[src/sv/unf_pkg.sv]
package unf_pkg;

    localparam int CP_W = 21;

    localparam logic [7:0] CONT_TAG  = 8'h80;
    localparam logic [7:0] MARK_LEAD = 8'hCC;

    typedef logic [CP_W-1:0] cp_t;
    typedef logic [3:0][7:0] seq_t;

    typedef struct packed {
        logic [7:0] in_byte;
        logic       in_last;
    } src_t;

    typedef struct packed {
        logic [7:0] out_byte;
        logic       out_run_end;
        logic       out_stream_end;
    } dst_t;

    // base letter of latin-1 0xc0..0xff, zero where the letter is not split
    function automatic logic [7:0] base_of(input logic [5:0] k);
        logic [7:0] b;
        b = 8'h00;
        case (k[4:0]) inside
            [5'h00:5'h05]: b = 8'h41;
            5'h07:         b = 8'h43;
            [5'h08:5'h0B]: b = 8'h45;
            [5'h0C:5'h0F]: b = 8'h49;
            5'h11:         b = 8'h4E;
            [5'h12:5'h16]: b = 8'h4F;
            5'h18:         b = 8'h4F;
            [5'h19:5'h1C]: b = 8'h55;
            default:       b = 8'h00;
        endcase
        if (b != 8'h00)
        begin
            b = b | {2'b00, k[5], 5'b00000};
        end
        return b;
    endfunction

    // low byte of the combining mark u+03xx
    function automatic logic [7:0] mark_of(input logic [5:0] k);
        logic [7:0] m;
        m = 8'h00;
        case (k[4:0]) inside
            5'h00, 5'h08, 5'h0C, 5'h12, 5'h19: m = 8'h00;
            5'h01, 5'h09, 5'h0D, 5'h13, 5'h1A: m = 8'h01;
            5'h02, 5'h0A, 5'h0E, 5'h14, 5'h1B: m = 8'h02;
            5'h03, 5'h11, 5'h15:               m = 8'h03;
            5'h04, 5'h0B, 5'h0F, 5'h16, 5'h1C: m = 8'h08;
            5'h05:                             m = 8'h0A;
            5'h07:                             m = 8'h27;
            5'h18:                             m = 8'h37;
            default:                           m = 8'h00;
        endcase
        return m;
    endfunction

endpackage

[src/sv/utf8_or_latin1_decomposing_normalizer.sv]
// utf-8 / latin-1 to decomposed utf-8 normalizer
// src channel: one request per input byte (src_data.in_byte, src_data.in_last),
// taken at a clock edge with src_valid high and src_stall low
// dst channel: one output byte per request on dst, with out_run_end on the
// last byte caused by an input byte and out_stream_end on the last byte of
// a string (in_last set)
// an input byte may cause no output (a lead byte waiting for continuation
// bytes) or up to ten bytes (a flushed sequence decoded as latin-1, with split letters)
// a shared decode/encode unit handles one code point at a time under a
// small sequencer: the idle step takes the byte, then per code point a scan
// step decodes it and the emit step gives its 1 to 4 output bytes, one per
// cycle while dst does not stall, then a closing scan step returns to idle
// the emit step after the first scan step loads the first output byte into dst
// src_stall is high while an item is in work
// a stall on dst holds the output register and keeps the sequencer in its emit step
// reset clears the pending lead bytes and empties the output register
module utf8_or_latin1_decomposing_normalizer
    import unf_pkg::*;
(
    input  logic clk,
    input  logic rst_n,
    input  logic src_valid,
    output logic src_stall,
    input  src_t src_data,
    output logic dst_valid,
    input  logic dst_stall,
    output dst_t dst_data
);

    typedef enum logic [1:0] {
        ST_IDLE,
        ST_SCAN,
        ST_EMIT
    } state_t;

    typedef struct packed {
        logic       pend;
        logic [2:0] adv;
        cp_t        cp;
    } dec_t;

    function automatic dec_t decide(
        input seq_t       b,
        input logic [2:0] n,
        input logic [2:0] p,
        input logic       lst
    );
        dec_t       d;
        logic [7:0] c;
        logic [2:0] need;
        logic [2:0] avail;
        logic [2:0] chk;
        logic       ok;
        logic [1:0] i1;
        logic [1:0] i2;
        logic [1:0] i3;
        d     = '0;
        c     = b[p[1:0]];
        i1    = p[1:0] + 2'd1;
        i2    = p[1:0] + 2'd2;
        i3    = p[1:0] + 2'd3;
        if (c[7:5] == 3'b110)
        begin
            need = 3'd1;
        end
        else if (c[7:4] == 4'b1110)
        begin
            need = 3'd2;
        end
        else if (c[7:3] == 5'b11110)
        begin
            need = 3'd3;
        end
        else
        begin
            need = 3'd0;
        end
        avail = n - p - 3'd1;
        chk   = (need < avail) ? need : avail;
        ok    = 1'b1;
        if (chk >= 3'd1 && b[i1][7:6] != 2'b10)
        begin
            ok = 1'b0;
        end
        if (chk >= 3'd2 && b[i2][7:6] != 2'b10)
        begin
            ok = 1'b0;
        end
        if (chk >= 3'd3 && b[i3][7:6] != 2'b10)
        begin
            ok = 1'b0;
        end
        if (need == 3'd0 || !ok)
        begin
            d.cp  = {13'd0, c};
            d.adv = 3'd1;
        end
        else if (avail >= need)
        begin
            d.adv = need + 3'd1;
            case (need)
                3'd1:    d.cp = {10'd0, c[4:0], b[i1][5:0]};
                3'd2:    d.cp = {5'd0, c[3:0], b[i1][5:0], b[i2][5:0]};
                default: d.cp = {c[2:0], b[i1][5:0], b[i2][5:0], b[i3][5:0]};
            endcase
        end
        else if (lst)
        begin
            d.cp  = {13'd0, c};
            d.adv = 3'd1;
        end
        else
        begin
            d.pend = 1'b1;
        end
        return d;
    endfunction

    state_t     state_reg,    state_next;
    seq_t       buf_reg,      buf_next;
    logic [1:0] pend_cnt_reg, pend_cnt_next;
    logic [2:0] n_reg,        n_next;
    logic [2:0] pos_reg,      pos_next;
    logic       last_reg,     last_next;
    seq_t       seq_reg,      seq_next;
    logic [2:0] len_reg,      len_next;
    logic [1:0] idx_reg,      idx_next;
    logic       more_reg,     more_next;
    logic       out_vld_reg,  out_vld_next;
    dst_t       out_reg,      out_next;

    dec_t       dec_cur;
    dec_t       dec_nxt;
    logic [2:0] pos_adv;
    logic       more;
    seq_t       enc_seq;
    logic [2:0] enc_len;
    logic       out_free;
    logic       idx_last;

    assign dec_cur  = decide(buf_reg, n_reg, pos_reg, last_reg);
    assign pos_adv  = pos_reg + dec_cur.adv;
    assign dec_nxt  = decide(buf_reg, n_reg, pos_adv, last_reg);
    assign more     = (pos_adv < n_reg) && !dec_nxt.pend;
    assign out_free = !out_vld_reg || !dst_stall;
    assign idx_last = (idx_reg == 2'(len_reg - 3'd1));

    unf_enc u_enc (
        .cp  (dec_cur.cp),
        .seq (enc_seq),
        .len (enc_len)
    );

    assign src_stall = (state_reg != ST_IDLE);
    assign dst_valid = out_vld_reg;
    assign dst_data  = out_reg;

    always_comb
    begin
        state_next    = state_reg;
        buf_next      = buf_reg;
        pend_cnt_next = pend_cnt_reg;
        n_next        = n_reg;
        pos_next      = pos_reg;
        last_next     = last_reg;
        seq_next      = seq_reg;
        len_next      = len_reg;
        idx_next      = idx_reg;
        more_next     = more_reg;
        out_vld_next  = out_vld_reg;
        out_next      = out_reg;
        if (out_vld_reg && !dst_stall)
        begin
            out_vld_next = 1'b0;
        end
        unique case (state_reg)
            ST_IDLE:
            begin
                if (src_valid)
                begin
                    buf_next[pend_cnt_reg] = src_data.in_byte;
                    n_next                 = {1'b0, pend_cnt_reg} + 3'd1;
                    pos_next               = 3'd0;
                    last_next              = src_data.in_last;
                    state_next             = ST_SCAN;
                end
            end
            ST_SCAN:
            begin
                if (pos_reg >= n_reg)
                begin
                    pend_cnt_next = 2'd0;
                    state_next    = ST_IDLE;
                end
                else if (dec_cur.pend)
                begin
                    // keep the unfinished sequence, oldest byte first
                    for (int i = 0; i < 3; i++)
                    begin
                        buf_next[i] = buf_reg[2'(pos_reg + 3'(i))];
                    end
                    pend_cnt_next = 2'(n_reg - pos_reg);
                    state_next    = ST_IDLE;
                end
                else
                begin
                    seq_next   = enc_seq;
                    len_next   = enc_len;
                    idx_next   = 2'd0;
                    pos_next   = pos_adv;
                    more_next  = more;
                    state_next = ST_EMIT;
                end
            end
            ST_EMIT:
            begin
                if (out_free)
                begin
                    out_vld_next            = 1'b1;
                    out_next.out_byte       = seq_reg[idx_reg];
                    out_next.out_run_end    = idx_last && !more_reg;
                    out_next.out_stream_end = idx_last && !more_reg && last_reg;
                    idx_next                = idx_reg + 2'd1;
                    if (idx_last)
                    begin
                        state_next = ST_SCAN;
                    end
                end
            end
            default:
            begin
                state_next = ST_IDLE;
            end
        endcase
    end

    always_ff @(posedge clk or negedge rst_n)
    begin
        if (!rst_n)
        begin
            state_reg    <= ST_IDLE;
            buf_reg      <= '0;
            pend_cnt_reg <= 2'd0;
            n_reg        <= 3'd0;
            pos_reg      <= 3'd0;
            last_reg     <= 1'b0;
            seq_reg      <= '0;
            len_reg      <= 3'd0;
            idx_reg      <= 2'd0;
            more_reg     <= 1'b0;
            out_vld_reg  <= 1'b0;
            out_reg      <= '0;
        end
        else
        begin
            state_reg    <= state_next;
            buf_reg      <= buf_next;
            pend_cnt_reg <= pend_cnt_next;
            n_reg        <= n_next;
            pos_reg      <= pos_next;
            last_reg     <= last_next;
            seq_reg      <= seq_next;
            len_reg      <= len_next;
            idx_reg      <= idx_next;
            more_reg     <= more_next;
            out_vld_reg  <= out_vld_next;
            out_reg      <= out_next;
        end
    end

`ifndef SYNTHESIS
    a_stream_end_closes_run: assert property (
        @(posedge clk) disable iff (!rst_n)
        dst_valid && dst_data.out_stream_end |-> dst_data.out_run_end
    ) else $error("stream end without run end");

    a_last_never_pends: assert property (
        @(posedge clk) disable iff (!rst_n)
        state_reg == ST_SCAN && last_reg && pos_reg < n_reg |-> !dec_cur.pend
    ) else $error("bytes left pending at end of string");

    a_output_from_emit: assert property (
        @(posedge clk) disable iff (!rst_n)
        $rose(dst_valid) |-> $past(state_reg == ST_EMIT)
    ) else $error("output loaded outside emit");
`endif

endmodule

[src/sv/unf_enc.sv]
module unf_enc
    import unf_pkg::*;
(
    input  cp_t        cp,
    output seq_t       seq,
    output logic [2:0] len
);

    logic [5:0] k;
    logic [7:0] base;
    logic [7:0] mark;
    logic       split;

    assign k     = cp[5:0];
    assign base  = base_of(k);
    assign mark  = mark_of(k);
    assign split = (cp[CP_W-1:6] == 15'd3) && (base != 8'h00);

    always_comb
    begin
        seq = '0;
        len = 3'd1;
        if (split)
        begin
            seq[0] = base;
            seq[1] = MARK_LEAD;
            seq[2] = CONT_TAG | {2'b00, mark[5:0]};
            len    = 3'd3;
        end
        else if (cp[CP_W-1:7] == '0)
        begin
            seq[0] = cp[7:0];
            len    = 3'd1;
        end
        else if (cp[CP_W-1:11] == '0)
        begin
            seq[0] = {3'b110, cp[10:6]};
            seq[1] = {2'b10, cp[5:0]};
            len    = 3'd2;
        end
        else if (cp[CP_W-1:16] == '0)
        begin
            seq[0] = {4'b1110, cp[15:12]};
            seq[1] = {2'b10, cp[11:6]};
            seq[2] = {2'b10, cp[5:0]};
            len    = 3'd3;
        end
        else
        begin
            seq[0] = {5'b11110, cp[20:18]};
            seq[1] = {2'b10, cp[17:12]};
            seq[2] = {2'b10, cp[11:6]};
            seq[3] = {2'b10, cp[5:0]};
            len    = 3'd4;
        end
    end

endmodule

[config.mk]
export PLATFORM = sky130hd
export DESIGN_NAME = utf8_or_latin1_decomposing_normalizer
export DESIGN_NICKNAME = d
export VERILOG_FILES = /design/src/sv/unf_pkg.sv /design/src/sv/utf8_or_latin1_decomposing_normalizer.sv /design/src/sv/unf_enc.sv
export SDC_FILE = /design/constraint.sdc
export NUM_CORES = 1
export LEC_CHECK = 0
export ABC_AREA = 1
export BUFFER_PORTS_ARGS = -buffer_cell sky130_fd_sc_hd__buf_2
export CAP_MARGIN = 15
export CORE_MARGIN = 1
export CORE_UTILIZATION = 53
export CTS_CLUSTER_DIAMETER = 120
export DETAILED_ROUTE_END_ITERATION = 8
export PLACE_DENSITY = 0.81
export SLEW_MARGIN = 20
export SYNTH_ARGS = -nofsm -noshare
export SYNTH_HDL_FRONTEND = slang
export SYNTH_HIERARCHICAL = 1
export SYNTH_SLANG_ARGS = --single-unit
[constraint.sdc]
create_clock -name clk -period 8.3 [get_ports clk]
set_clock_uncertainty 0.15 [all_clocks]
set_input_delay 1.66 -clock clk [delete_from_list [all_inputs] [get_ports clk]]
set_output_delay 1.66 -clock clk [all_outputs]
set_load 0.005 [all_outputs]
==> impl_metrics.json, run 1 <==
{
  "cts_tree": "yes",
  "grt_pass1_vias": 7063,
  "place_ws_ns": 1.46,
  "nFillCells": 1301,
  "critPathKind": "reg2reg",
  "hp-class": "reg2reg",
  "final.min_clock_period_ns": 6.92,
  "ys_ff_latch": 91,
  "coreArea_sq_um": 13400,
  "multi_input_area_sq_um": 4230,
  "dp_hpwl_um": 15300,
  "synth_area_sq_um": 7390,
  "final_cell_mix": "336 x nand2_1, 126 x inv_1, 119 x o21ai_0, 92 x nor2_1, 90 x dfrtp_1",
  "grt.overflow.total": 0,
  "num_rows": 42,
  "maxSlewHeadroom_pct": 33.8,
  "grt_max_degree": 71,
  "num-nets-final": 1152,
  "tns_ns": 0,
  "drc": 0,
  "initial_core_util_pct": 55.2,
  "setup_viol": 0,
  "die_x_um": 120,
  "fmax_ghz": 0.144,
  "fin_util_pct": 57.6,
  "drt_wl_total_um": 20900,
  "die-area_sq_um": 14400,
  "crit_fanout": 22,
  "dp.cells": 1286,
  "htreeDepth": 3,
  "area_growth_pct": 4.35,
  "clk_path_buf_depth": 2,
  "diodes": 0,
  "drv_slew": 0,
  "globalRouteTotalUtil_pct": 30.5,
  "via_count": 7618,
  "grt_pass1_wl_um": 34800,
  "slowest_stage": "dfrtp_1",
  "yosys_warnings": 6,
  "clock-sinks": 91,
  "routed_via_density": 5.85,
  "ctsRootBufferMaster": "clkbuf_16",
  "io_pins": 25,
  "stdcell_count": 1302,
  "synth.distinct_cells": 51,
  "cts_made_buffers": 9,
  "ant_nets": 0,
  "ys.flop_type": "dfrtp_1",
  "ys_seq_area_share_pct": 30.8,
  "drv_cap": 0,
  "arrival_ns": 7.01,
  "cts_setup_buffers": 0,
  "gp_congestion": 0.973,
  "fin_crit_sh_pct": 83.4,
  "antenna_found_initial": 0,
  "crit_required_ns": 8.39,
  "outcome": "finished clean",
  "regArea_sq_um": 2280,
  "cts_resized": 0,
  "synthCells": 1137,
  "clock_latency_ns": 0.36,
  "synth_edf_count": 0,
  "dr.pass1.iters": 5,
  "critPathMaxStageDelay_ns": 0.78,
  "hold_violations": 0,
  "dr.first_iter.drc_count": 783,
  "mostFrequentLayoutCell": "nand2_1",
  "syn_area_per_cell_sq_um": 6.50,
  "async_flop_share_pct": 100,
  "die_h_um": 120,
  "clk_pin_slew_worst_paths_ns": 0.07,
  "io_buffers": 24,
  "worst_pin_slew_ns": 0.993,
  "end_kind": "register",
  "start_kind": "register",
  "drive_gt1_share_pct": 8.26,
  "worst_slack_ns": 1.38,
  "cts_hold_repair.buffers": 0,
  "wl_per_cell_um": 16.1,
  "cpMostUsedCell": "nand2_1",
  "rsz0062_at_grt": "no"
}
[worst max-delay path, delay by kind of cell, from the launching register on]
kind	cells	cell delay, ns
DFF	1	0.78
and+or+nand+nor	15	1.37
AOI/OAI and AO/OA	7	1.53
buffers and inverters	5	0.64
adders and majority gates	6	2.31
[cells in the mapped netlist (all sizes together), types with 3 or more instances]
| cell | n | share of area [%] |
|---|---|---|
| xnor2 | 4 | 0.47 |
| nand3b | 4 | 0.41 |
| nand4 | 31 | 2.7 |
| xor2 | 3 | 0.61 |
| nor2 | 102 | 6.0 |
| o22ai | 11 | 0.93 |
| ha | 15 | 2.5 |
| o2111ai | 3 | 0.36 |
| a21oi | 35 | 2.4 |
| a22oi | 7 | 0.71 |
| a211oi | 4 | 0.41 |
| nand3 | 81 | 6.1 |
| nor3 | 10 | 0.68 |
| buf | 34 | 3.6 |
| o31ai | 5 | 0.51 |
| fa | 3 | 0.81 |
| a31oi | 13 | 1.1 |
| o211ai | 12 | 1.2 |
| o21ai | 144 | 9.8 |
| clkbuf | 27 | 1.4 |
| dfrtp | 91 | 31 |
| nand2 | 346 | 18 |
| inv | 137 | 7.0 |
[worst paths after layout]
| check | end | slack (ns) | depth (start not counted) | startpoint |
|---|---|---|---|---|
| setup reg to reg | more_reg | 1.38 | 33 | pos_reg[1] |
| hold / removal | state_reg[0] | 0.31 | 1 | state_reg[0] |
| max in group asynchronous | idx_reg[0] | 5.76 | 2 | rst_n |
| min in group asynchronous | buf_reg[16] | 1.03 | 1 | rst_n |
| hold reg to reg | state_reg[0] | 0.31 | 1 | state_reg[0] |
| setup / recovery | more_reg | 1.38 | 33 | pos_reg[1] |
[final cells by class]
class                           count  area share [%]
Clock buffer                       10            2.97
Timing Repair Buffer               33            2.47
Tap cell                          176            2.86
Clock inverter                      6           0.616
Inverter                          138            6.72
Sequential cell                    91            29.5
Multi-Input combinational cell    848            54.8
[per-stage QoR]
step	instance area, sq um	hold slack (ns)
3_5_place_dp	7430	0.296
3_3_place_gp	7430	0.292
4_1_cts	7710	0.308
5_1_grt	7710	0.332
6_report	7710	0.305
2_1_floorplan	7390	0.274
[logic make-up (layout without fill, tap and decap cells)]
family	count (synthesis)	in the layout	synth area share [%]
AND/OR/NAND/NOR	576	576	34.0
AO/OA/AOI/OAI	244	244	18.6
buffers and inverters	199	187	12.0
flip-flops	91	91	30.8
adder cells (fa/ha/maj)	18	18	3.35
XOR/XNOR	7	7	1.08
other	1	2	0.0507
multiplexers	1	1	0.135
[layer usage]
| layer | global-route usage [%] | vias up | part of all wire (%) |
|---|---|---|---|
| met5 | 0 | - | 0 |
| met4 | 10.9 | 0 | 2.6 |
| met3 | 5.89 | 40 | 8.3 |
| met2 | 47.0 | 320 | 45 |
| met1 | 42.5 | 3555 | 44 |
| li1 | - | 3703 | - |
Power of run 1 is not shown: default switching activity piles up to over one toggle a cycle in this logic, so the estimate is an artifact.
==> inputs of run 2 (changes only) <==
--- a/config.mk
+++ b/config.mk
@@ -5,7 +5,7 @@
 export SDC_FILE = /design/constraint.sdc
 export NUM_CORES = 1
 export LEC_CHECK = 0
-export ABC_AREA = 1
+export ABC_AREA = 0
 export BUFFER_PORTS_ARGS = -buffer_cell sky130_fd_sc_hd__buf_2
 export CAP_MARGIN = 15
 export CORE_MARGIN = 1
==> constraint.sdc (replaced) <==
create_clock -name clk -period 7.1 [get_ports clk]
set_clock_uncertainty 0.15 [all_clocks]
set_input_delay 1.42 -clock clk [delete_from_list [all_inputs] [get_ports clk]]
set_output_delay 1.42 -clock clk [all_outputs]
set_load 0.005 [all_outputs]
==> impl_metrics.json, run 2 <==
{
  "outcome": "finished clean",
  "cts_resized": 0,
  "io_buffers": 24,
  "grt.overflow.total": 0,
  "startpoint": "pos_reg[1]",
  "clk_pin_slew_worst_paths_ns": 0.07,
  "ctsRootBufferMaster": "clkbuf_16",
  "grt_max_degree": 54,
  "final.min_clock_period_ns": 6.51,
  "fmax_ghz": 0.154,
  "netlist.area_leader.share_pct": 32.2,
  "p_comb_share_pct": 65.5,
  "netlist.top_cell.by_area": "dfrtp_1",
  "synth.distinct_cells": 80,
  "dr.pass1.iters": 5,
  "dr.first_iter.drc_count": 567,
  "fin_crit_sh_pct": 91.7,
  "synth_commonest_cells": "91 x dfrtp_1, 84 x nor2_1, 78 x nand2_1",
  "die-area_sq_um": 13800,
  "cts_tree": "yes",
  "critPathMaxStageDelay_ns": 0.71,
  "htreeDepth": 3,
  "gp_congestion": 0.984,
  "dp_hpwl_um": 12500,
  "clock_latency_ns": 0.37,
  "finalPower_w": 0.00398,
  "ys_ff_latch": 91,
  "yosys_warnings": 6,
  "tns_ns": 0,
  "synth_edf_count": 0,
  "synthCells": 784,
  "hp-class": "reg2reg",
  "drc": 0,
  "slowest_stage": "fa_1",
  "power.internal_w": 0.00204,
  "arrival_ns": 6.59,
  "clock-sinks": 91,
  "ys_seq_area_share_pct": 32.2,
  "crit_fanout": 10,
  "end_kind": "register",
  "coreArea_sq_um": 12800,
  "p_seq_share_pct": 21.3,
  "die_h_um": 118,
  "synth_area_sq_um": 7080,
  "worstReg2RegEnd": "more_reg",
  "ir_drop_v": 0.000199,
  "grt_pass1_vias": 5740,
  "clk_path_buf_depth": 2,
  "drive_gt1_share_pct": 16.7,
  "leakage_nw": 3.18,
  "timing.rr.start": "pos_reg[1]",
  "rsz0062_at_grt": "no",
  "clkPwrFrac_pct": 13.2,
  "drt_wl_total_um": 17900,
  "area_growth_pct": 7.05,
  "ys.flop_type": "dfrtp_1",
  "switchingPower_w": 0.00194,
  "worst_pin_slew_ns": 0.980,
  "cpMostUsedCell": "ha_1",
  "maxSlewHeadroom_pct": 34.4,
  "syn_area_per_cell_sq_um": 9.03,
  "power_density_nw_per_um2": 525,
  "r2r_slack_ns": 0.59,
  "globalRouteTotalUtil_pct": 27.1,
  "die_x_um": 118,
  "cts_hold_repair.buffers": 0,
  "ant_nets": 0,
  "diodes": 0,
  "routed_via_density": 6.41,
  "drv_cap": 0,
  "final_cell_mix": "91 x dfrtp_1, 84 x nor2_1, 78 x nand2_1, 41 x o21ai_0, 40 x a21oi_1",
  "crit_required_ns": 7.18,
  "grt_pass1_wl_um": 29700,
  "wl_per_cell_um": 18.7,
  "setup_viol": 0,
  "hold_violations": 0,
  "start_kind": "register",
  "mostFrequentLayoutCell": "dfrtp_1",
  "antenna_found_initial": 0,
  "rr_worst_depth": 25,
  "yosysMostFrequentCell": "dfrtp_1",
  "critPathKind": "reg2reg",
  "drv_slew": 0,
  "worstSetupEndpoint": "more_reg",
  "cts_setup_buffers": 0,
  "num_rows": 41,
  "async_flop_share_pct": 100,
  "num-nets-final": 811,
  "io_pins": 25,
  "worst_slack_ns": 0.588,
  "cts_made_buffers": 9,
  "place_ws_ns": 0.672,
  "switching_share_pct": 48.7,
  "synthTopCellsByArea": "dfrtp_1 32%, mux4_2 5.7%, mux2_1 5.6%",
  "via_count": 6132,
  "initial_core_util_pct": 55.2
}
[run 2: changes by cell type in the layout (fill, tap and decap cells not counted), sizes merged, moves of 29 or more]
| cell | delta |
|---|---|
| mux2 | +62 |
| inv | -111 |
| nand4 | -29 |
| o21ai | -90 |
| nand3 | -45 |
| nand2 | -267 |
[run 2: cells by family after synthesis]
group / Yosys count / share of synthesized area [%]
buffers and inverters: 88 / 6.01
AOI/OAI and AO/OA: 210 / 19.5
xor gates and xnor gates: 8 / 1.22
other: 1 / 0.0530
adders and majority gates: 18 / 3.50
DFF: 91 / 32.2
and+or+nand+nor: 259 / 17.6
muxes: 109 / 20.0
[run 2: area by class of cell]
cell class / count / area [sq um]
Clock buffer: 11 / 233
Clock inverter: 5 / 85.1
Fill cell: 1128 / 5250
Inverter: 29 / 109
Multi-Input combinational cell: 606 / 4390
Sequential cell: 91 / 2280
Tap cell: 172 / 215
Timing Repair Buffer: 43 / 265
[run 2: critical path, delay by kind of cell, from the launching register on]
kind,cells,cell delay [ns]
buf+inv,3,0.38
mux,1,0.39
fa+ha+maj,6,2.36
flops,1,0.62
compound gates,9,1.49
simple gates,6,0.99
[run 2: how the worst min path moves through the flow]
stage                     cells past startpoint  slack, ns     endpoint        start
after global routing                          1       0.36   seq_reg[5]   seq_reg[5]
after detailed placement                      1       0.33  seq_reg[17]  seq_reg[17]
after global placement                        2       0.31  dst_data[1]  dst_data[1]
after CTS                                     1       0.34  seq_reg[17]  seq_reg[17]
after floorplan                               1       0.31  dst_data[1]     more_reg
final                                         1       0.34  seq_reg[17]  seq_reg[17]
[run 2: routing by layer]
metal | wire (um) | vias to the layer above | GRT usage (%)
met5 | 0 | - | 0
met4 | 619 | 0 | 13.1
met3 | 1370 | 49 | 6.06
met1 | 7710 | 2963 | 36.3
li1 | - | 2850 | -
met2 | 8210 | 270 | 41.7
[run 2: per-stage QoR]
stage / util (%) / cell area, sq um / std cells / hold WS (ns)
global placement: 56.6 / 7260 / 941 / 0.306
finish: 59.1 / 7580 / 957 / 0.336
global route: 59.1 / 7580 / 957 / 0.359
floorplan: - / 7080 / 785 / 0.307
detailed placement: 56.6 / 7260 / 941 / 0.325
CTS: 59.1 / 7580 / 957 / 0.341
[run 2: power by group through the flow]
stage | Clock (W) | Combinational [W] | Sequential (W)
2_1_floorplan | 0 | 0.00205 | 0.000786
3_3_place_gp | 0 | 0.00250 | 0.000845
3_5_place_dp | 0 | 0.00255 | 0.000853
4_1_cts | 0.000534 | 0.00257 | 0.000845
5_1_grt | 0.000554 | 0.00285 | 0.000872
6_report | 0.000527 | 0.00261 | 0.000848
Power figures use the tool's default switching activity.
==> inputs of run 3 (changes only) <==
==> constraint.sdc (replaced) <==
create_clock -name clk -period 6.5 [get_ports clk]
set_clock_uncertainty 0.15 [all_clocks]
set_input_delay 1.3 -clock clk [delete_from_list [all_inputs] [get_ports clk]]
set_output_delay 1.3 -clock clk [all_outputs]
set_load 0.005 [all_outputs]
==> impl_metrics.json, run 3 (synthesis results as in run 2) <==
{
  "met3_usage_pct": 3.78,
  "grt_pass1_wl_um": 29600,
  "coreArea_sq_um": 12800,
  "regArea_sq_um": 2280,
  "tns_ns": 0,
  "critPathMaxStageDelay_ns": 0.68,
  "clk_pin_slew_worst_paths_ns": 0.07,
  "leakage_nw": 3.23,
  "crit_fanout": 6,
  "slowest_stage": "fa_2",
  "fin_util_pct": 59.8,
  "routed_via_density": 6.43,
  "drive_gt1_share_pct": 18.3,
  "hold_violations": 0,
  "worst_pin_slew_ns": 0.939,
  "io_pins": 25,
  "grt_util_met1_pct": 36.6,
  "grt_max_degree": 61,
  "via_count": 6212,
  "clock-sinks": 91,
  "arrival_ns": 6.19,
  "fin_hold_ws_ns": 0.336,
  "fin_area_sq_um": 7660,
  "clock_latency_ns": 0.34,
  "critPathKind": "reg2reg",
  "cpMostUsedCell": "ha_1",
  "clk_path_buf_depth": 2,
  "drv_slew": 0,
  "met2_usage_pct": 43.1,
  "antenna_found_initial": 0,
  "ctsRootBufferMaster": "clkbuf_16",
  "worst_slack_ns": 0.388,
  "final_cell_mix": "91 x dfrtp_1, 84 x nor2_1, 78 x nand2_1, 41 x o21ai_0, 39 x a21oi_1",
  "mostFrequentLayoutCell": "dfrtp_1",
  "drt_wl_total_um": 18000,
  "gp_congestion": 0.909,
  "cts_hold_repair.buffers": 0,
  "final.min_clock_period_ns": 6.11,
  "dp_hpwl_um": 12800,
  "busiest_layer": "met2",
  "ant_nets": 0,
  "nFillCells": 1086,
  "outcome": "finished clean",
  "maxSlewHeadroom_pct": 37.1,
  "die_h_um": 118,
  "fin_crit_sh_pct": 94.0,
  "drc": 0,
  "multi_input_area_sq_um": 4410,
  "min_from": "seq_reg[21]",
  "hp-class": "reg2reg",
  "io_buffers": 24,
  "end_kind": "register",
  "dr.first_iter.drc_count": 682,
  "rsz0062_at_grt": "no",
  "setup_viol": 0,
  "grt.overflow.total": 0,
  "fmax_ghz": 0.164,
  "grt_pass1_vias": 5825,
  "initial_core_util_pct": 55.2,
  "globalRouteTotalUtil_pct": 26.6,
  "cts_made_buffers": 9,
  "num-nets-final": 820,
  "diodes": 0,
  "place_ws_ns": 0.268,
  "drv_cap": 0,
  "crit_required_ns": 6.58,
  "num_rows": 41,
  "startpoint": "n_reg[0]",
  "die-area_sq_um": 13800,
  "place_area_sq_um": 7320,
  "die_x_um": 118,
  "timing.rr.start": "n_reg[0]",
  "power_density_nw_per_um2": 576,
  "htreeDepth": 3,
  "dr.pass1.iters": 6,
  "wl_per_cell_um": 18.6,
  "area_growth_pct": 8.29,
  "ir_drop_v": 0.000288,
  "cts_tree": "yes",
  "start_kind": "register"
}
run 3: cell types whose count changed in the layout (fill, tap and decap cells not counted), sizes merged:
cell / previous run / this run
buf: 43 / 51
inv: 28 / 30
bufinv: 2 / 1
clkbuf: 11 / 10
clkinv: 3 / 4
run 3: worst paths after layout:
check | endpoint | slack (ns) | depth (start not counted)
worst max-delay path | more_reg | 0.39 | 27
worst min-delay path | seq_reg[21] | 0.34 | 1
worst max register to register | more_reg | 0.39 | 27
worst min register to register | seq_reg[21] | 0.34 | 1
max in group asynchronous | seq_reg[6] | 4.34 | 2
min in group asynchronous | buf_reg[1] | 0.73 | 1
run 3: metal layers:
metal | wire (um) | vias up
met5 | 0 | -
met4 | 481 | 0
met3 | 1330 | 43
met2 | 8590 | 288
met1 | 7590 | 3009
li1 | - | 2872
run 3: layout make-up:
cell class | instances | area share (%)
Multi-Input combinational cell | 606 | 57.5
Timing Repair Buffer | 52 | 4.57
Clock inverter | 7 | 1.08
Inverter | 29 | 1.42
Clock buffer | 9 | 2.94
Sequential cell | 91 | 29.7
Tap cell | 172 | 2.81
run 3: what timing repair did:
action | CTS | global route
buffers inserted | 0 | 4
endpoints found under the hold margin | 0 | 0
endpoints found under the setup margin | 0 | 5
resized for setup | 0 | 3
run 3: metrics by stage:
step / power (W) / instances
2_1_floorplan: 0.00310 / 785
3_3_place_gp: 0.00368 / 945
3_5_place_dp: 0.00378 / 946
4_1_cts: 0.00433 / 962
5_1_grt: 0.00475 / 966
6_report: 0.00441 / 966
run 3: power by group:
| group | internal (W) | leakage, nW | switching, W |
|---|---|---|---|
| logic | 0.00121 | 1.89 | 0.00173 |
| registers | 0.000749 | 1.19 | 0.000171 |
| clock network | 0.000306 | 0.150 | 0.000243 |
| total | 0.00226 | 3.23 | 0.00215 |
run 3: worst max-delay path: cells and delay by family, from the launching register on:
family                   cells  cell delay, ns
buffers and inverters        4            0.29
multiplexers                 1            0.34
adder cells (fa/ha/maj)      7            2.45
AO/OA/AOI/OAI                9            1.41
flip-flops                   1            0.43
AND/OR/NAND/NOR              6            0.94
